<file path="config.mk">
export PLATFORM = sky130hd
export DESIGN_NAME = csi_frame_packer_with_gain
export DESIGN_NICKNAME = d
export VERILOG_FILES = /design/src/hw/rtl/cfpg_pkg.sv /design/src/hw/rtl/csi_frame_packer_with_gain.sv /design/src/hw/rtl/cfpg_scale.sv
export SDC_FILE = /design/constraint.sdc
export NUM_CORES = 1
export LEC_CHECK = 0
export ABC_AREA = 1
export ABC_CLOCK_PERIOD_IN_PS = 8400
export BUFFER_PORTS_ARGS = -buffer_cell sky130_fd_sc_hd__buf_4
export CAP_MARGIN = 15
export CORE_ASPECT_RATIO = 1.1
export CORE_MARGIN = 4
export CORE_UTILIZATION = 52
export DETAILED_ROUTE_END_ITERATION = 16
export PLACE_DENSITY = 0.71
export RECOVER_POWER = 50
export REMOVE_ABC_BUFFERS = 1
export SYNTH_ARGS = -nofsm -noshare
export SYNTH_HDL_FRONTEND = slang
export SYNTH_SLANG_ARGS = --single-unit
</file>
<file path="constraint.sdc">
create_clock -name clock -period 8.4 [get_ports clock]
set_input_delay 0.84 -clock clock [delete_from_list [all_inputs] [get_ports clock]]
set_output_delay 0.84 -clock clock [all_outputs]
set_load 0.005 [all_outputs]
</file>
<file path="src/hw/rtl/cfpg_pkg.sv">
// ----------------------------------------------------------------------------
// cfpg_pkg
// Shared types and constants of the channel-state frame packer: the request
// and response words, the frame opcodes and the fixed frame layout.
// ----------------------------------------------------------------------------
`default_nettype none

package cfpg_pkg;

   // Payload limit and the width of a clipped length or a sample count.
   localparam int MAX_PAYLOAD = 1024;
   localparam int LEN_W       = $clog2(MAX_PAYLOAD + 1);

   // Gain loaded at reset: 1.0 in unsigned Q8.8.
   localparam logic [15:0] UNITY_GAIN = 16'd256;

   // Frame magic, ASCII "CSI1".
   localparam logic [7:0] MAGIC_0 = 8'h43;
   localparam logic [7:0] MAGIC_1 = 8'h53;
   localparam logic [7:0] MAGIC_2 = 8'h49;
   localparam logic [7:0] MAGIC_3 = 8'h31;

   // Byte position within the burst that one request word causes.
   localparam int IDX_W = 4;
   localparam logic [IDX_W-1:0] IDX_MAGIC_0   = 4'd0;
   localparam logic [IDX_W-1:0] IDX_MAGIC_1   = 4'd1;
   localparam logic [IDX_W-1:0] IDX_MAGIC_2   = 4'd2;
   localparam logic [IDX_W-1:0] IDX_MAGIC_3   = 4'd3;
   localparam logic [IDX_W-1:0] IDX_SEQ_0     = 4'd4;
   localparam logic [IDX_W-1:0] IDX_SEQ_1     = 4'd5;
   localparam logic [IDX_W-1:0] IDX_SEQ_2     = 4'd6;
   localparam logic [IDX_W-1:0] IDX_SEQ_3     = 4'd7;
   localparam logic [IDX_W-1:0] IDX_LEN_LO    = 4'd8;
   localparam logic [IDX_W-1:0] IDX_LEN_HI    = 4'd9;
   localparam logic [IDX_W-1:0] IDX_HDR_SUM_LO = 4'd10;
   localparam logic [IDX_W-1:0] IDX_HDR_SUM_HI = 4'd11;
   localparam logic [IDX_W-1:0] IDX_PAY        = 4'd0;
   localparam logic [IDX_W-1:0] IDX_PAY_SUM_LO = 4'd1;

   typedef enum logic [0:0] {
      OP_START  = 1'b0,
      OP_SAMPLE = 1'b1
   } op_type;

   typedef struct packed {
      op_type             op;
      logic [31:0]        seq;
      logic [15:0]        length;
      logic [15:0]        gain;
      logic signed [7:0]  sample;
   } req_word_type;

   typedef struct packed {
      logic [7:0] out_byte;
      logic       frame_end;
      logic       run_last;
   } rsp_word_type;

endpackage

`default_nettype wire

</file>
<file path="src/hw/rtl/csi_frame_packer_with_gain.sv">
// ----------------------------------------------------------------------------
// csi_frame_packer_with_gain
// Packs channel-state samples into byte frames with a header, gain-scaled
// payload bytes and a 16-bit byte-sum checksum.
// ----------------------------------------------------------------------------
// Usage:
//   The request channel (req_valid, req_stall, req_word) takes start words
//   and sample words. The response channel (rsp_valid, rsp_stall, rsp_word)
//   delivers one frame byte per word, with run_last on the final byte that
//   a request word causes and frame_end on the closing checksum byte.
//   A request word sits in a one-deep item register while its bytes are
//   sent; each byte then passes into the output register, so a request
//   reaches the response through both registers. A sample word sends one
//   byte (three when it closes the frame), a start word ten bytes (twelve
//   for an empty frame); the byte sequencer sends one byte per cycle while
//   the output register is free. A sample that arrives with no frame open
//   is dropped and sends no byte. The next request word is accepted in the
//   cycle the last byte of the current one moves into the output register,
//   so samples stream at one word per cycle while rsp_stall is low and no
//   sample closes the frame. While rsp_stall is high the output byte holds
//   and the request side stalls once its item register is busy. Reset
//   empties both registers, closes any frame and restores unity gain.
// ----------------------------------------------------------------------------
`default_nettype none

module csi_frame_packer_with_gain (
   input  wire logic                  clock,
   input  wire logic                  reset,
   input  wire logic                  req_valid,
   output logic                       req_stall,
   input  wire cfpg_pkg::req_word_type req_word,
   output logic                       rsp_valid,
   input  wire logic                  rsp_stall,
   output cfpg_pkg::rsp_word_type     rsp_word
);

   import cfpg_pkg::*;

   typedef struct packed {
      op_type           op;
      logic [31:0]      seq;
      logic [LEN_W-1:0] len;
      logic [7:0]       pay_byte;
   } item_type;

   // Item register and byte sequencer.
   logic             item_vld_ff, item_vld_in;
   item_type         item_ff, item_in;
   logic [IDX_W-1:0] idx_ff, idx_in;

   // Frame state.
   logic [LEN_W-1:0] samples_left_ff, samples_left_in;
   logic [15:0]      byte_sum_ff, byte_sum_in;
   logic [15:0]      frame_gain_ff, frame_gain_in;

   // Output register.
   logic             rsp_vld_ff, rsp_vld_in;
   rsp_word_type     rsp_word_ff, rsp_word_in;

   logic             req_acc;
   logic [7:0]       scaled;
   logic [LEN_W-1:0] len_clip;
   logic             out_free;
   logic             emit_go;
   logic             item_done;
   logic             drop;
   logic             last;
   logic             frame_end;
   logic             add_sum;
   logic [7:0]       byte_val;
   logic [7:0]       hdr_byte;
   logic [15:0]      len16;
   logic [15:0]      sum_base;

   // Scale the incoming sample with the gain of the current frame.
   cfpg_scale u_scale (
      .gain   (frame_gain_ff),
      .sample (req_word.sample),
      .scaled (scaled)
   );

   // Clip the requested length.
   assign len_clip = (req_word.length > 16'(MAX_PAYLOAD)) ? LEN_W'(MAX_PAYLOAD)
                                                         : req_word.length[LEN_W-1:0];

   // Capture a new request word.
   assign req_acc         = req_valid && !req_stall;
   assign item_in.op      = req_word.op;
   assign item_in.seq     = req_word.seq;
   assign item_in.len     = len_clip;
   assign item_in.pay_byte = scaled;

   // Header byte selection.
   assign len16 = 16'(item_ff.len);
   always_comb begin
      unique case (idx_ff)
         IDX_MAGIC_0: hdr_byte = MAGIC_0;
         IDX_MAGIC_1: hdr_byte = MAGIC_1;
         IDX_MAGIC_2: hdr_byte = MAGIC_2;
         IDX_MAGIC_3: hdr_byte = MAGIC_3;
         IDX_SEQ_0:   hdr_byte = item_ff.seq[7:0];
         IDX_SEQ_1:   hdr_byte = item_ff.seq[15:8];
         IDX_SEQ_2:   hdr_byte = item_ff.seq[23:16];
         IDX_SEQ_3:   hdr_byte = item_ff.seq[31:24];
         IDX_LEN_LO:  hdr_byte = len16[7:0];
         IDX_LEN_HI:  hdr_byte = len16[15:8];
         default:     hdr_byte = 8'd0;
      endcase
   end

   // Decide what the current byte position sends and whether it ends the burst.
   always_comb begin
      drop      = 1'b0;
      last      = 1'b0;
      frame_end = 1'b0;
      add_sum   = 1'b0;
      byte_val  = 8'd0;
      if (item_ff.op == OP_START) begin
         if (idx_ff <= IDX_LEN_HI) begin
            byte_val = hdr_byte;
            add_sum  = 1'b1;
            last     = (idx_ff == IDX_LEN_HI) && (item_ff.len != '0);
         end else if (idx_ff == IDX_HDR_SUM_LO) begin
            byte_val = byte_sum_ff[7:0];
         end else begin
            byte_val  = byte_sum_ff[15:8];
            frame_end = 1'b1;
            last      = 1'b1;
         end
      end else begin
         if (idx_ff == IDX_PAY) begin
            drop     = (samples_left_ff == '0);
            byte_val = item_ff.pay_byte;
            add_sum  = 1'b1;
            last     = (samples_left_ff != LEN_W'(1));
         end else if (idx_ff == IDX_PAY_SUM_LO) begin
            byte_val = byte_sum_ff[7:0];
         end else begin
            byte_val  = byte_sum_ff[15:8];
            frame_end = 1'b1;
            last      = 1'b1;
         end
      end
   end

   // Handshake between the item register and the output register.
   assign out_free  = !rsp_vld_ff || !rsp_stall;
   assign emit_go   = item_vld_ff && !drop && out_free;
   assign item_done = item_vld_ff && (drop || (emit_go && last));
   assign req_stall = item_vld_ff && !item_done;

   always_comb begin
      item_vld_in = item_vld_ff;
      idx_in      = idx_ff;
      if (item_done) begin
         item_vld_in = 1'b0;
         idx_in      = '0;
      end else if (emit_go) begin
         idx_in = idx_ff + IDX_W'(1);
      end
      if (req_acc) begin
         item_vld_in = 1'b1;
      end
   end

   // Frame state updates as bytes leave; the frame gain is loaded when a start word is accepted.
   assign sum_base = ((item_ff.op == OP_START) && (idx_ff == IDX_MAGIC_0)) ? 16'd0
                                                                         : byte_sum_ff;
   always_comb begin
      byte_sum_in     = byte_sum_ff;
      samples_left_in = samples_left_ff;
      frame_gain_in   = frame_gain_ff;
      if (emit_go && add_sum) begin
         byte_sum_in = sum_base + 16'(byte_val);
      end
      if (emit_go && (item_ff.op == OP_START) && (idx_ff == IDX_MAGIC_0)) begin
         samples_left_in = item_ff.len;
      end else if (emit_go && (item_ff.op == OP_SAMPLE) && (idx_ff == IDX_PAY)) begin
         samples_left_in = samples_left_ff - LEN_W'(1);
      end
      if (req_acc && (req_word.op == OP_START)) begin
         frame_gain_in = req_word.gain;
      end
   end

   // Output register next value.
   assign rsp_word_in.out_byte  = byte_val;
   assign rsp_word_in.frame_end = frame_end;
   assign rsp_word_in.run_last  = last;
   assign rsp_vld_in = emit_go ? 1'b1 : (rsp_vld_ff && rsp_stall);

   // Control registers.
   always_ff @(posedge clock) begin
      if (reset) begin
         item_vld_ff     <= 1'b0;
         idx_ff          <= '0;
         samples_left_ff <= '0;
         byte_sum_ff     <= 16'd0;
         frame_gain_ff   <= UNITY_GAIN;
         rsp_vld_ff      <= 1'b0;
      end else begin
         item_vld_ff     <= item_vld_in;
         idx_ff          <= idx_in;
         samples_left_ff <= samples_left_in;
         byte_sum_ff     <= byte_sum_in;
         frame_gain_ff   <= frame_gain_in;
         rsp_vld_ff      <= rsp_vld_in;
      end
   end

   // Payload registers.
   always_ff @(posedge clock) begin
      if (req_acc) begin
         item_ff <= item_in;
      end
      if (emit_go) begin
         rsp_word_ff <= rsp_word_in;
      end
   end

   assign rsp_valid = rsp_vld_ff;
   assign rsp_word  = rsp_word_ff;

   // The closing checksum byte always ends the burst of its request word.
   a_fend_last: assert property (@(posedge clock) disable iff (reset)
      rsp_vld_ff && rsp_word_ff.frame_end |-> rsp_word_ff.run_last)
      else $error("frame_end without run_last");

   // The byte position never runs past the longest burst.
   a_idx_range: assert property (@(posedge clock) disable iff (reset)
      idx_ff <= IDX_HDR_SUM_HI)
      else $error("byte position out of range");

   // Once a frame closes, no samples remain outstanding.
   a_close_empty: assert property (@(posedge clock) disable iff (reset)
      emit_go && frame_end |=> samples_left_ff == '0)
      else $error("frame closed with samples left");

   // A new word is only taken when the item register frees up or is empty.
   a_accept_free: assert property (@(posedge clock) disable iff (reset)
      req_acc && item_vld_ff |-> item_done)
      else $error("request accepted over a busy item");

endmodule

`default_nettype wire

</file>
<file path="src/hw/rtl/cfpg_scale.sv">
// ----------------------------------------------------------------------------
// cfpg_scale
// Applies the unsigned Q8.8 frame gain to one signed sample, truncating
// toward zero and saturating the result to -128..127.
// ----------------------------------------------------------------------------
`default_nettype none

module cfpg_scale (
   input  wire logic [15:0]       gain,
   input  wire logic signed [7:0] sample,
   output logic [7:0]             scaled
);

   logic        neg;
   logic [7:0]  sample_u;
   logic [7:0]  mag;
   logic [23:0] prod;
   logic [15:0] q;
   logic [7:0]  q_sat;

   // Work on the magnitude so the shift truncates toward zero.
   assign neg      = sample[7];
   assign sample_u = sample;
   assign mag      = neg ? (8'd0 - sample_u) : sample_u;
   assign prod     = 24'(gain) * 24'(mag);
   assign q        = prod[23:8];

   // Saturate the magnitude, then restore the sign in two's complement.
   always_comb begin
      if (neg) begin
         q_sat  = (q > 16'd128) ? 8'd128 : q[7:0];
         scaled = 8'd0 - q_sat;
      end else begin
         q_sat  = (q > 16'd127) ? 8'd127 : q[7:0];
         scaled = q_sat;
      end
   end

endmodule

`default_nettype wire
</file>
* Yosys cells after proc, flatten, opt, wreduce, memory -nomap -nowiden
Cells that the tools add are included.
** Word-level totals
- Input port bits :: 77
- Flip-flop bits (word level) :: 111
- Word-level logic and storage cells :: 93
** Cells by class
- Multiplexer cells :: 29
- Magnitude comparators :: 4
- Add/subtract/negate cells :: 5
- Bitwise operators :: 2
- $mul :: 1
- Reductions and logical operators :: 28
- Eq/ne operators :: 11
** Operators by type and width (count)
- 8-bit one-hot mux with 10 select lines :: 1
- 8-bit 2-to-1 mux :: 9
- 16-bit by 8-bit multiplier with 24-bit output :: 1
- 11-bit 2-to-1 mux :: 2
- 16-bit by 8-bit adder with 16-bit output :: 1
- 4-bit by 3-bit == test with 1-bit output, second input constant :: 4
- 16-bit by 11-bit greater-than comparator with 1-bit output, second input constant :: 1
- 16-bit by 7-bit greater-than comparator with 1-bit output, second input constant :: 1
- 16-bit by 8-bit greater-than comparator with 1-bit output, second input constant :: 1
- 1-bit 2-to-1 mux :: 16
- 16-bit 2-to-1 mux :: 1
- 1-bit by 8-bit subtractor with 8-bit output, first input constant :: 2
- 1-bit logical AND :: 15
- 4-bit == test, second input constant :: 3
- 11-bit logical NOT :: 1
- 11-bit by 1-bit != test with 1-bit output, second input constant :: 1
- 11-bit nonzero test :: 1
- 11-bit by 1-bit subtractor with 11-bit output, second input constant :: 1
- 4-bit by 2-bit == test with 1-bit output, second input constant :: 2
- 1-bit logical NOT :: 5
- 4-bit by 1-bit adder with 4-bit output, second input constant :: 1
- 4-bit by 1-bit == test with 1-bit output, second input constant :: 1
- 4-bit less-or-equal comparator, second input constant :: 1
- 4-bit logical NOT :: 1
- other kinds (4) :: 7

* Logic depth before layout (Yosys ltp)
Gate-level depths: netlist of run 1.
- Word-level depth :: 14
- Gate-level depth with buffers :: 42
- Mapped depth without buffers :: 39

* By module
Synthesis of run 1 repeated with hierarchy kept, for this count alone.
** Second synthesis, totals
- Cell total of the unflattened synthesis :: 1439
- Area total of the unflattened synthesis :: 10550.1 um2
** Modules (own cells, without submodules)
- csi_frame_packer_with_gain :: cells each 704, area each 5709.2 um2, seq. area each 2842.7 um2, instances 1
- cfpg_scale :: cells each 735, area each 4840.9 um2, seq. area each 0.0 um2, instances 1

* Worst setup path before layout of run 1
No wires, ideal clock.
- Kind :: input-to-reg
- Start :: input req_word[0] (netlist name)
- End :: register item_ff[4] (netlist name) (data pin)
- Required time :: 8.270 ns
- Cell stages on the path :: 38
- Buffers on the path :: 2
- Path slack :: 1.491 ns
- Setup time :: 0.130 ns
- Arrival :: 6.778 ns
- Cells stage by stage :: buf_2 > clkbuf_1 > inv_1 > ha_1 > inv_1 > nor2_1 > inv_1 > o21ai_0 > or2_2 > nand2_1 > inv_1 > nor2_1 > fa_1 > fa_1 > fa_1 > inv_1 > fa_1 > inv_1 > (+2 left out) > nor2_2 > inv_1 > nor3_2 > nand2_1 > nand2_1 > nand2_1 > nand2_1 > nor2_2 > nand4_1 > nand2_2 > nand3_2 > clkinv_2 > nand2_1 > ha_1 > inv_1 > o311ai_0 > nand3_1 > nand2_1
** On the way
- Word-level cells in the longest chain between the ends :: 7
** RTL lines
- start: declaration :: RTL line csi_frame_packer_with_gain.sv:31 : input wire cfpg_pkg::req_word_type req_word,
- 1-bit by 8-bit subtractor with 8-bit output :: RTL line cfpg_scale.sv:24 : assign mag = neg ? (8'd0 - sample_u) : sample_u;
- 8-bit 2-to-1 mux (*) :: RTL line cfpg_scale.sv:24
- 16-bit by 8-bit multiplier with 24-bit output (*) :: RTL line cfpg_scale.sv:25 : assign prod = 24'(gain) * 24'(mag);
- 16-bit by 8-bit greater-than comparator with 1-bit output :: RTL line cfpg_scale.sv:31 : q_sat = (q > 16'd128) ? 8'd128 : q[7:0];
- 8-bit 2-to-1 mux :: RTL line cfpg_scale.sv:31
- 1-bit by 8-bit subtractor with 8-bit output :: RTL line cfpg_scale.sv:32 : scaled = 8'd0 - q_sat;
- 8-bit 2-to-1 mux (*) :: RTL line cfpg_scale.sv:30 : if (neg) begin
- via scaled[4] :: RTL line csi_frame_packer_with_gain.sv:61 : logic [7:0] scaled;
- end signal: assignment :: RTL line csi_frame_packer_with_gain.sv:214 : item_ff <= item_in;
- end: declaration :: RTL line csi_frame_packer_with_gain.sv:48 : item_type item_ff, item_in;
The timed path passes the listed nets; every way through them passes the cells marked *.
A chain may end at the register's enable or synchronous reset.

* Final worst setup path of run 1
- Start :: input req_word[7] (netlist name)
- End :: register item_ff[4] (netlist name) (data pin)
** On the way
- Word-level cells in the longest chain between the ends :: 7
** RTL lines (RTL line)
- 1-bit by 8-bit subtractor with 8-bit output :: cfpg_scale.sv:24
- 8-bit 2-to-1 mux :: cfpg_scale.sv:24
- 16-bit by 8-bit multiplier with 24-bit output :: cfpg_scale.sv:25
- 16-bit by 8-bit greater-than comparator with 1-bit output :: cfpg_scale.sv:31
- 8-bit 2-to-1 mux :: cfpg_scale.sv:31
- 1-bit by 8-bit subtractor with 8-bit output :: cfpg_scale.sv:32
- 8-bit 2-to-1 mux (*) :: cfpg_scale.sv:30
- via scaled[4] :: csi_frame_packer_with_gain.sv:61
Marks and branches as above.

==> results.py, run 1 <==
metrics = {
    "synth": {
        "synthCells": 1292,
        "post-synth-top-count-cell": "inv_1",
        "synth_area_mm2": 0.01003,
        "synth_cell_type_count": 54,
        "avgSynthCellArea_um2": 7.767,
        "synthArstFlopShare_pct": 0,
        "synthFlopType": "edfxtp_1",
        "post_synth_most_frequent_cells": "inv_1, nand2_1, nor2_1, fa_1, a21oi_1",
        "yosys-top-cells-area": "edfxtp_1, fa_1, dfxtp_1",
        "yosysSeqAreaShare_pct": 28.33,
        "synth_largest_area_cell": "edfxtp_1",
        "synth_edf_count": 62,
        "yosysWarnings": 0,
        "synth.top_cell.area_share_pct": 18.55,
        "ys_seq_elements": 111,
    },
    "die": {
        "core_mm2": 0.01903,
        "io_pins": 89,
        "start_util_pct": 52.73,
        "chipHeight_um": 153.7,
        "chipWidth_um": 140.5,
        "fp-row-count": 53,
        "die-area_mm2": 0.02159,
    },
    "cts": {
        "clkSlewWorstSetupHoldPaths_ps": 80,
        "clockBufferDepth": 2,
        "clockRootBuffer": "clkbuf_16",
        "cts_resized": 0,
        "cts_tree": "done",
        "clk_latency_ps": 370,
        "h-tree-depth": 3,
        "cts-buffers-inserted": 9,
        "clock_sinks": 111,
        "postCtsHoldBufs": 0,
        "cts_setup_buffers": 0,
    },
    "worst_setup_path": {
        "path_class": "input port to register",
        "crit_path_end_kind": "register",
        "cp_data_arrival_time_ps": 7490,
        "worst_path_most_repeated_cell": "nand2_1",
        "required_ps": 8620,
        "max_stage_delay_ps": 550,
        "cp_max_fo": 14,
        "slowest_stage": "fa_1",
        "start_kind": "input port",
    },
    "cells_and_area": {
        "multi_input_area_mm2": 0.006092,
        "nNetsFinal": 1591,
        "fin_cells": 1624,
        "ff_latch_area_mm2": 0.002843,
        "area_growth_pct": 11.82,
        "nFillCells": 1753,
        "antenna_cells": 0,
        "drive_gt1_share_pct": 11.33,
        "postLayoutCellArea_mm2": 0.01122,
    },
    "detailed_routing": {
        "drcViolationCount": 0,
        "totalWireLength_um": 25910,
        "drt_iter0_markers": 670,
        "drtAntennaViolNets": 0,
        "vias": 8799,
        "drt-vias-per-instance": 5.418,
        "dr.pass1.iters": 5,
        "wire_per_inst_um": 15.95,
    },
    "place": {
        "place_inst": 1607,
        "place_ws_ps": 856.1,
        "dpl-instance-area_mm2": 0.01092,
        "portBuffers": 88,
        "place_congestion": 0.9480,
        "dp_hpwl_um": 20540,
    },
    "global_routing": {
        "grt_max_degree": 53,
        "grt_usage_pct": 24.55,
        "overflow": 0,
        "grt_pass1_vias": 8593,
        "grt_pass1_wl_um": 42700,
        "antenna_found_initial": 0,
    },
    "worst_hold_path": {
        "worst_hold_path_type": "register to register",
    },
    "power_and_ir_drop": {
        "p_clk_share_pct": 21.5,
        "irDropWorstVdd_v": 0.0001017,
        "p_switching_mw": 0.8807,
        "internal_power_mw": 1.220,
        "sw_frac_of_total_pct": 41.92,
        "power.density_mw_per_mm2": 187.2,
        "p_leak_nw": 5.262,
        "combPwrFrac_pct": 45.3,
        "seqPwrFrac_pct": 33.1,
    },
    "sta": {
        "fmax_mhz": 137.5,
        "finClkSkew_ps": 18.18,
        "hold_viol": 0,
        "tns_ps": 0,
        "max_slew_margin_pct": 34.11,
        "rsz0062_at_grt": "false",
        "finalMaxSlewViolations": 0,
        "tightest_slew_ps": 984.7,
        "timing.final.ws_setup_ps": 1130,
        "period_needed_ps": 7270,
        "fin_crit_sh_pct": 86.55,
        "setup_violations": 0,
    },
    "run_status": {
        "outcome": "finished clean",
    },
    "flow_run": {
        "cap_violations": 0,
    },
}
==> final timing paths <==
| path | cells after the start | slack, ps | endpoint | startpoint |
|---|---|---|---|---|
| setup / recovery | 33 | 1130 | item_ff[4] | req_word[7] |
| hold / removal | 2 | 480 | samples_left_ff[10] | samples_left_ff[10] |
| setup reg to reg | 28 | 2570 | item_ff[4] | frame_gain_ff[1] |
| hold reg to reg | 2 | 480 | samples_left_ff[10] | samples_left_ff[10] |
==> cell usage in the layout, fill, tap and decap left out, types with 12 or more instances in the layout <==
cell type	netlist	layout
ha_1	58	58
edfxtp_1	62	62
dfxtp_1	49	49
nor2_1	157	159
nand2_1	240	242
nand3_1	44	44
o21ai_0	68	69
a21oi_1	74	74
clkbuf_4	0	44
fa_1	84	84
nand2_2	14	12
inv_1	243	244
buf_4	1	45
nand4_1	17	17
nor3_1	22	22
==> final cells by class <==
class                      instances  share of cell area, %
sequential                       111                  25.33
clock buffer                      10                  2.041
timing repair buffer              92                  6.267
clock inverter                     6                 0.6690
multi-input combinational        900                  54.29
tap                              247                  2.754
inverter                         258                  8.642
==> stage by stage <==
stage          util, %  hold slack [ps]  total power [mW]
5_1_grt          58.96            515.3             2.265
3_5_place_dp     57.35            470.7             1.658
2_1_floorplan        -            443.2             1.383
3_3_place_gp     57.35            464.2             1.648
4_1_cts          58.95            484.2             2.112
6_report         58.96            484.3             2.101
==> worst max-delay path: cells and delay by family <==
family	cells	cell delay, ps
compound gates	1	320
simple gates	18	2600
buf+inv	8	1080
fa+ha+maj	6	2630
==> cell families (layout without fill, tap and decap cells) <==
logic type               after synthesis  after routing  share of synthesized area, %
adder cells (fa/ha/maj)              142            142                         23.99
XOR/XNOR                              14             14                         1.222
AND/OR/NAND/NOR                      538            538                         23.70
flip-flops                           111            111                         28.33
buffers and inverters                281            366                         10.82
AO/OA/AOI/OAI                        206            206                         11.93
==> registers in the layout, summed over array words and instances (netlist names) <==
name	flops
idx_ff	4
rsp_valid	1
frame_gain_ff	16
item_vld_ff	1
byte_sum_ff	16
samples_left_ff	11
item_ff	52
rsp_word	10
==> layer usage <==
metal	share of wire [%]	vias to the layer above	global-route usage, %
met5	0	-	0
met4	2.7	0	7.614
met3	5.6	52	3.266
met2	50	318	43.25
met1	42	4133	31.37
li1	-	4296	-
==> power groups by stage <==
stage,Clock (mW),Sequential [mW],Combinational [mW]
5_1_grt,0.483,0.702,1.08
4_1_cts,0.460,0.695,0.958
3_5_place_dp,0,0.707,0.951
3_3_place_gp,0,0.706,0.942
6_report,0.453,0.696,0.952
2_1_floorplan,0,0.691,0.692
Note: power is estimated with default switching activity, not from simulation.
==> run 2, diff against run 1 <==
SYNTH_HIERARCHICAL = 1   (was unset)
==> results.py, run 2 <==
metrics = {
    "run_status": {
        "outcome": "finished clean",
    },
    "die": {
        "start_util_pct": 53.11,
        "core_mm2": 0.01986,
        "chipWidth_um": 143.8,
        "fp-row-count": 54,
        "die-area_mm2": 0.02263,
        "chipHeight_um": 157.4,
        "io_pins": 89,
    },
    "power_and_ir_drop": {
        "p_leak_nw": 5.889,
        "seqPwrFrac_pct": 33.2,
        "combPwrFrac_pct": 46.0,
        "power.density_mw_per_mm2": 179.9,
        "irDropWorstVdd_v": 0.0001349,
        "sw_frac_of_total_pct": 42.79,
        "p_switching_mw": 0.8976,
        "internal_power_mw": 1.200,
        "p_clk_share_pct": 20.9,
    },
    "synth": {
        "synth_fa_ha_area_share_pct": 22.70,
        "synth_top_family_by_area": "simple AND/OR/NAND/NOR gates",
        "synth_edf_count": 62,
        "synth.top_cell.area_share_pct": 17.65,
        "synthSimpleGateAreaFrac_pct": 27.94,
        "synth-compound-area-share_pct": 8.408,
        "synthCells": 1439,
        "yosys-top-cells-area": "edfxtp_1, fa_1, nand2_1",
        "yosysWarnings": 6,
        "post_synth_most_frequent_cells": "nand2_1, inv_1, nor2_1, fa_1, edfxtp_1",
        "ys_seq_elements": 111,
        "synth_area_mm2": 0.01055,
        "synth_largest_area_cell": "edfxtp_1",
        "yosysSeqAreaShare_pct": 26.94,
        "synth_cell_type_count": 54,
        "synthFlopType": "edfxtp_1",
        "synthArstFlopShare_pct": 0,
        "post-synth-top-count-cell": "nand2_1",
        "synth_mux_area_share_pct": 0.2846,
        "synth-xor-area-share_pct": 1.150,
        "avgSynthCellArea_um2": 7.332,
    },
    "cells_and_area": {
        "final_common_cell": "nand2_1",
        "area_growth_pct": 10.53,
        "nNetsFinal": 1733,
        "top_register": "item_ff",
        "drive_gt1_share_pct": 10.13,
        "top_regs": "item_ff (52), byte_sum_ff (16), frame_gain_ff (16)",
        "nFillCells": 1895,
        "largest_reg_flops": 52,
        "final_cell_mix": "nand2_1, inv_1, nor2_1, fa_1",
        "antenna_cells": 0,
    },
    "global_routing": {
        "globalRouteMet1Util_pct": 29.24,
        "grt_max_degree": 43,
        "grt_use_met3_pct": 3.586,
        "grt_usage_pct": 24.83,
        "grt_pass1_vias": 9224,
        "overflow": 0,
        "grt_pass1_wl_um": 44590,
        "grtUsageMet2_pct": 45.00,
        "grt_busiest_layer": "met2",
        "antenna_found_initial": 0,
    },
    "cts": {
        "clockRootBuffer": "clkbuf_16",
        "clock_sinks": 111,
        "clockBufferDepth": 2,
        "clkSlewWorstSetupHoldPaths_ps": 80,
        "cts_tree": "done",
        "h-tree-depth": 3,
        "postCtsHoldBufs": 0,
        "cts-buffers-inserted": 9,
        "cts_resized": 0,
        "cts_setup_buffers": 0,
        "clk_latency_ps": 370,
    },
    "worst_setup_path": {
        "rr_startpoint": "frame_gain_ff[1]",
        "path_class": "input port to register",
        "crit_path_end_kind": "register",
        "cp_max_fo": 17,
        "cp_data_arrival_time_ps": 7270,
        "slowest_stage": "fa_1",
        "reg2regPathDepth": 27,
        "r2r-end": "item_ff[6]",
        "required_ps": 8520,
        "start_kind": "input port",
        "rrSetupSlack_ps": 2580,
        "max_stage_delay_ps": 550,
        "worst_path_most_repeated_cell": "nand2_1",
    },
    "worst_hold_path": {
        "holdPathEnd": "samples_left_ff[10]",
        "min_path_cells": 2,
        "worstHoldStart": "samples_left_ff[10]",
        "worst_hold_path_type": "register to register",
    },
    "sta": {
        "finClkSkew_ps": 16.65,
        "fmax_mhz": 139.9,
        "hold_viol": 0,
        "setup_violations": 0,
        "tns_ps": 0,
        "finalMaxSlewViolations": 0,
        "tightest_slew_ps": 907.6,
        "hold_ws_ps": 483.9,
        "max_slew_margin_pct": 39.27,
        "rsz0062_at_grt": "false",
        "period_needed_ps": 7148,
        "fin_crit_sh_pct": 85.10,
    },
    "place": {
        "portBuffers": 88,
        "place_congestion": 0.9046,
        "dp_hpwl_um": 22090,
    },
    "detailed_routing": {
        "drcViolationCount": 0,
        "vias": 9313,
        "drt_iter0_markers": 645,
        "wire_per_inst_um": 15.28,
        "dr.pass1.iters": 5,
        "drtAntennaViolNets": 0,
        "drt-vias-per-instance": 5.256,
        "totalWireLength_um": 27080,
    },
    "flow_run": {
        "cap_violations": 0,
    },
}
[run 2: cell types whose count changed after synthesis, sizes merged, moves of 4 or more]
cell / change
nor2: +19
a22o: -4
nand3: +15
inv: +62
buf: +4
nand4: +15
o2111ai: -4
nand2: +98
nor3: -12
o21ai: -14
a21oi: -21
[run 2: worst max-delay path: cells and delay by family]
kind / cells / cell delay, ps
compound gates: 2 / 410
fa+ha+maj: 7 / 2810
buf+inv: 8 / 850
simple gates: 19 / 2340
[run 2: cells by family (layout without fill, tap and decap cells)]
kind of cell | Yosys count | after routing
XOR/XNOR | 13 | 13
multiplexers | 3 | 3
adder cells (fa/ha/maj) | 141 | 141
AO/OA/AOI/OAI | 157 | 157
buffers and inverters | 343 | 424
AND/OR/NAND/NOR | 671 | 671
flip-flops | 111 | 111
[run 2: cell type report]
type / instances / area [µm²] / share of cell area [%]
clock buffer: 9 / 225.2 / 1.931
timing repair buffer: 90 / 668.1 / 5.730
clock inverter: 7 / 78.83 / 0.6760
tap: 252 / 315.3 / 2.704
multi-input combinational: 985 / 6337 / 54.35
inverter: 318 / 1194 / 10.24
sequential: 111 / 2843 / 24.38
[run 2: how the worst max path moves through the flow]
stage | end | cells past startpoint | start | slack, ps
2_1_floorplan | item_ff[6] | 35 | req_word[1] | 1960
3_3_place_gp | item_ff[6] | 36 | req_word[0] | 1130
3_5_place_dp | item_ff[6] | 36 | req_word[0] | 960
4_1_cts | item_ff[6] | 36 | req_word[0] | 1340
5_1_grt | item_ff[1] | 31 | req_word[7] | 750
6_report | item_ff[6] | 36 | req_word[0] | 1250
[run 2: stage by stage]
stage | cell area (µm²) | utilization [%] | cells | total power, mW | setup WS [ps]
after floorplan | 10420 | - | 1414 | 1.405 | 1958
after global placement | 11420 | 57.47 | 1756 | 1.660 | 1132
after detailed placement | 11420 | 57.47 | 1756 | 1.677 | 961.9
after CTS | 11720 | 59.00 | 1772 | 2.114 | 1335
after global routing | 11660 | 58.71 | 1772 | 2.274 | 751.2
final | 11660 | 58.71 | 1772 | 2.098 | 1252
[run 2: power groups by stage]
stage          sequential, mW  clock (mW)  combinational (mW)
2_1_floorplan           0.692           0               0.713
3_3_place_gp            0.708           0               0.952
3_5_place_dp            0.708           0               0.968
4_1_cts                 0.697       0.443               0.975
5_1_grt                 0.703       0.462                1.11
6_report                0.696       0.438               0.964
[run 2: metal layers]
layer | routed length, µm | part of all wire, % | vias to the layer above
li1 | - | - | 4628
met1 | 10820 | 40 | 4327
met2 | 13810 | 51 | 303
met3 | 1438 | 5.3 | 55
met4 | 1011 | 3.7 | 0
met5 | 0 | 0 | -
==> run 3, diff against run 2 <==
CORE_MARGIN = 1   (was 4)
==> results.py, run 3 (synthesis gave the netlist of run 2 again) <==
metrics = {
    "run_status": {
        "outcome": "finished clean",
    },
    "place": {
        "place_ws_ps": 982.3,
        "dpl-instance-area_mm2": 0.01142,
        "place_congestion": 0.9205,
        "dp_hpwl_um": 22050,
        "portBuffers": 88,
    },
    "sta": {
        "fin_crit_sh_pct": 84.44,
        "rsz0062_at_grt": "false",
        "finClkSkew_ps": 20.92,
        "tightest_slew_ps": 933.7,
        "period_needed_ps": 7093,
        "timing.final.ws_setup_ps": 1307,
        "tns_ps": 0,
        "setup_violations": 0,
        "finalMaxSlewViolations": 0,
        "fmax_mhz": 141.0,
        "max_slew_margin_pct": 37.52,
        "hold_viol": 0,
    },
    "worst_setup_path": {
        "path_class": "input port to register",
        "rrSetupSlack_ps": 2600,
        "max_stage_delay_ps": 540,
        "start_kind": "input port",
        "worst_path_most_repeated_cell": "nand2_1",
        "cp_data_arrival_time_ps": 7210,
        "cp_max_fo": 15,
        "slowest_stage": "fa_1",
        "crit_path_end_kind": "register",
        "required_ps": 8520,
    },
    "cts": {
        "cts_setup_buffers": 0,
        "clockRootBuffer": "clkbuf_16",
        "clk_latency_ps": 370,
        "cts-buffers-inserted": 9,
        "clockBufferDepth": 2,
        "cts_resized": 0,
        "cts_tree": "done",
        "h-tree-depth": 3,
        "clkSlewWorstSetupHoldPaths_ps": 80,
        "postCtsHoldBufs": 0,
        "clock_sinks": 111,
    },
    "detailed_routing": {
        "drt_iter0_markers": 714,
        "dr.pass1.iters": 5,
        "wire_per_inst_um": 15.22,
        "drcViolationCount": 0,
        "totalWireLength_um": 26970,
        "drtAntennaViolNets": 0,
        "drt-vias-per-instance": 5.296,
        "vias": 9385,
    },
    "die": {
        "core_mm2": 0.01986,
        "start_util_pct": 53.11,
        "chipHeight_um": 151.4,
        "die-area_mm2": 0.02086,
        "fp-row-count": 54,
        "io_pins": 89,
        "chipWidth_um": 137.8,
    },
    "cells_and_area": {
        "postLayoutCellArea_mm2": 0.01165,
        "final_common_cell": "nand2_1",
        "top_register": "item_ff",
        "largest_reg_flops": 52,
        "area_growth_pct": 10.44,
        "top_regs": "item_ff (52), byte_sum_ff (16), frame_gain_ff (16)",
        "nNetsFinal": 1733,
        "antenna_cells": 0,
        "final_cell_mix": "nand2_1, inv_1, nor2_1, fa_1",
        "drive_gt1_share_pct": 10.00,
    },
    "global_routing": {
        "overflow": 0,
        "grt_max_degree": 48,
        "grt_pass1_wl_um": 44390,
        "antenna_found_initial": 0,
        "grt_usage_pct": 27.89,
        "grt_pass1_vias": 9220,
    },
    "worst_hold_path": {
        "worst_hold_path_type": "register to register",
    },
    "power_and_ir_drop": {
        "power.density_mw_per_mm2": 179.8,
        "irDropWorstVdd_v": 0.0001948,
        "p_leak_nw": 5.881,
    },
    "flow_run": {
        "cap_violations": 0,
    },
}
-- run 3: stage by stage --
step / hold WS [ps] / power [mW] / utilization [%] / cells
global placement: 465.9 / 1.662 / 57.47 / 1756
global route: 527.5 / 2.277 / 58.65 / 1772
CTS: 479.4 / 2.109 / 58.99 / 1772
detailed placement: 467.4 / 1.676 / 57.47 / 1756
floorplan: 443.5 / 1.405 / - / 1414
finish: 479.6 / 2.095 / 58.65 / 1772
-- run 3: final cells by class --
type                            count  area [µm²]
Timing Repair Buffer               90       660.6
Sequential cell                   111        2843
Tap cell                          252       315.3
Clock inverter                      7       76.32
Fill cell                        1925        8213
Clock buffer                        9       225.2
Multi-Input combinational cell    985        6337
Inverter                          318        1194
-- run 3: worst paths after layout --
kind                            start             endpoint  cells after the start
hold reg to reg   samples_left_ff[10]  samples_left_ff[10]                      2
hold / removal    samples_left_ff[10]  samples_left_ff[10]                      2
setup / recovery          req_word[7]           item_ff[6]                     33
setup reg to reg     frame_gain_ff[8]           item_ff[6]                     27
-- run 3: worst max-delay path: cells and delay by family --
kind,cells,cell delay (ps)
buf+inv,6,810
fa+ha+maj,6,2620
compound gates,1,240
simple gates,20,2680
-- run 3: where the power goes --
| part | leakage, nW | internal, mW | switching [mW] |
|---|---|---|---|
| clock | 0.150 | 0.214 | 0.217 |
| combinational | 4.74 | 0.332 | 0.637 |
| sequential | 0.996 | 0.651 | 0.0447 |
| total | 5.88 | 1.20 | 0.898 |
-- run 3: metal layers --
metal	share of wire, %	routed length, µm	global-route usage [%]
met1	41	11060	32.84
met5	0	0	0
met3	4.0	1086	3.313
met4	4.6	1239	13.21
met2	50	13590	50.13
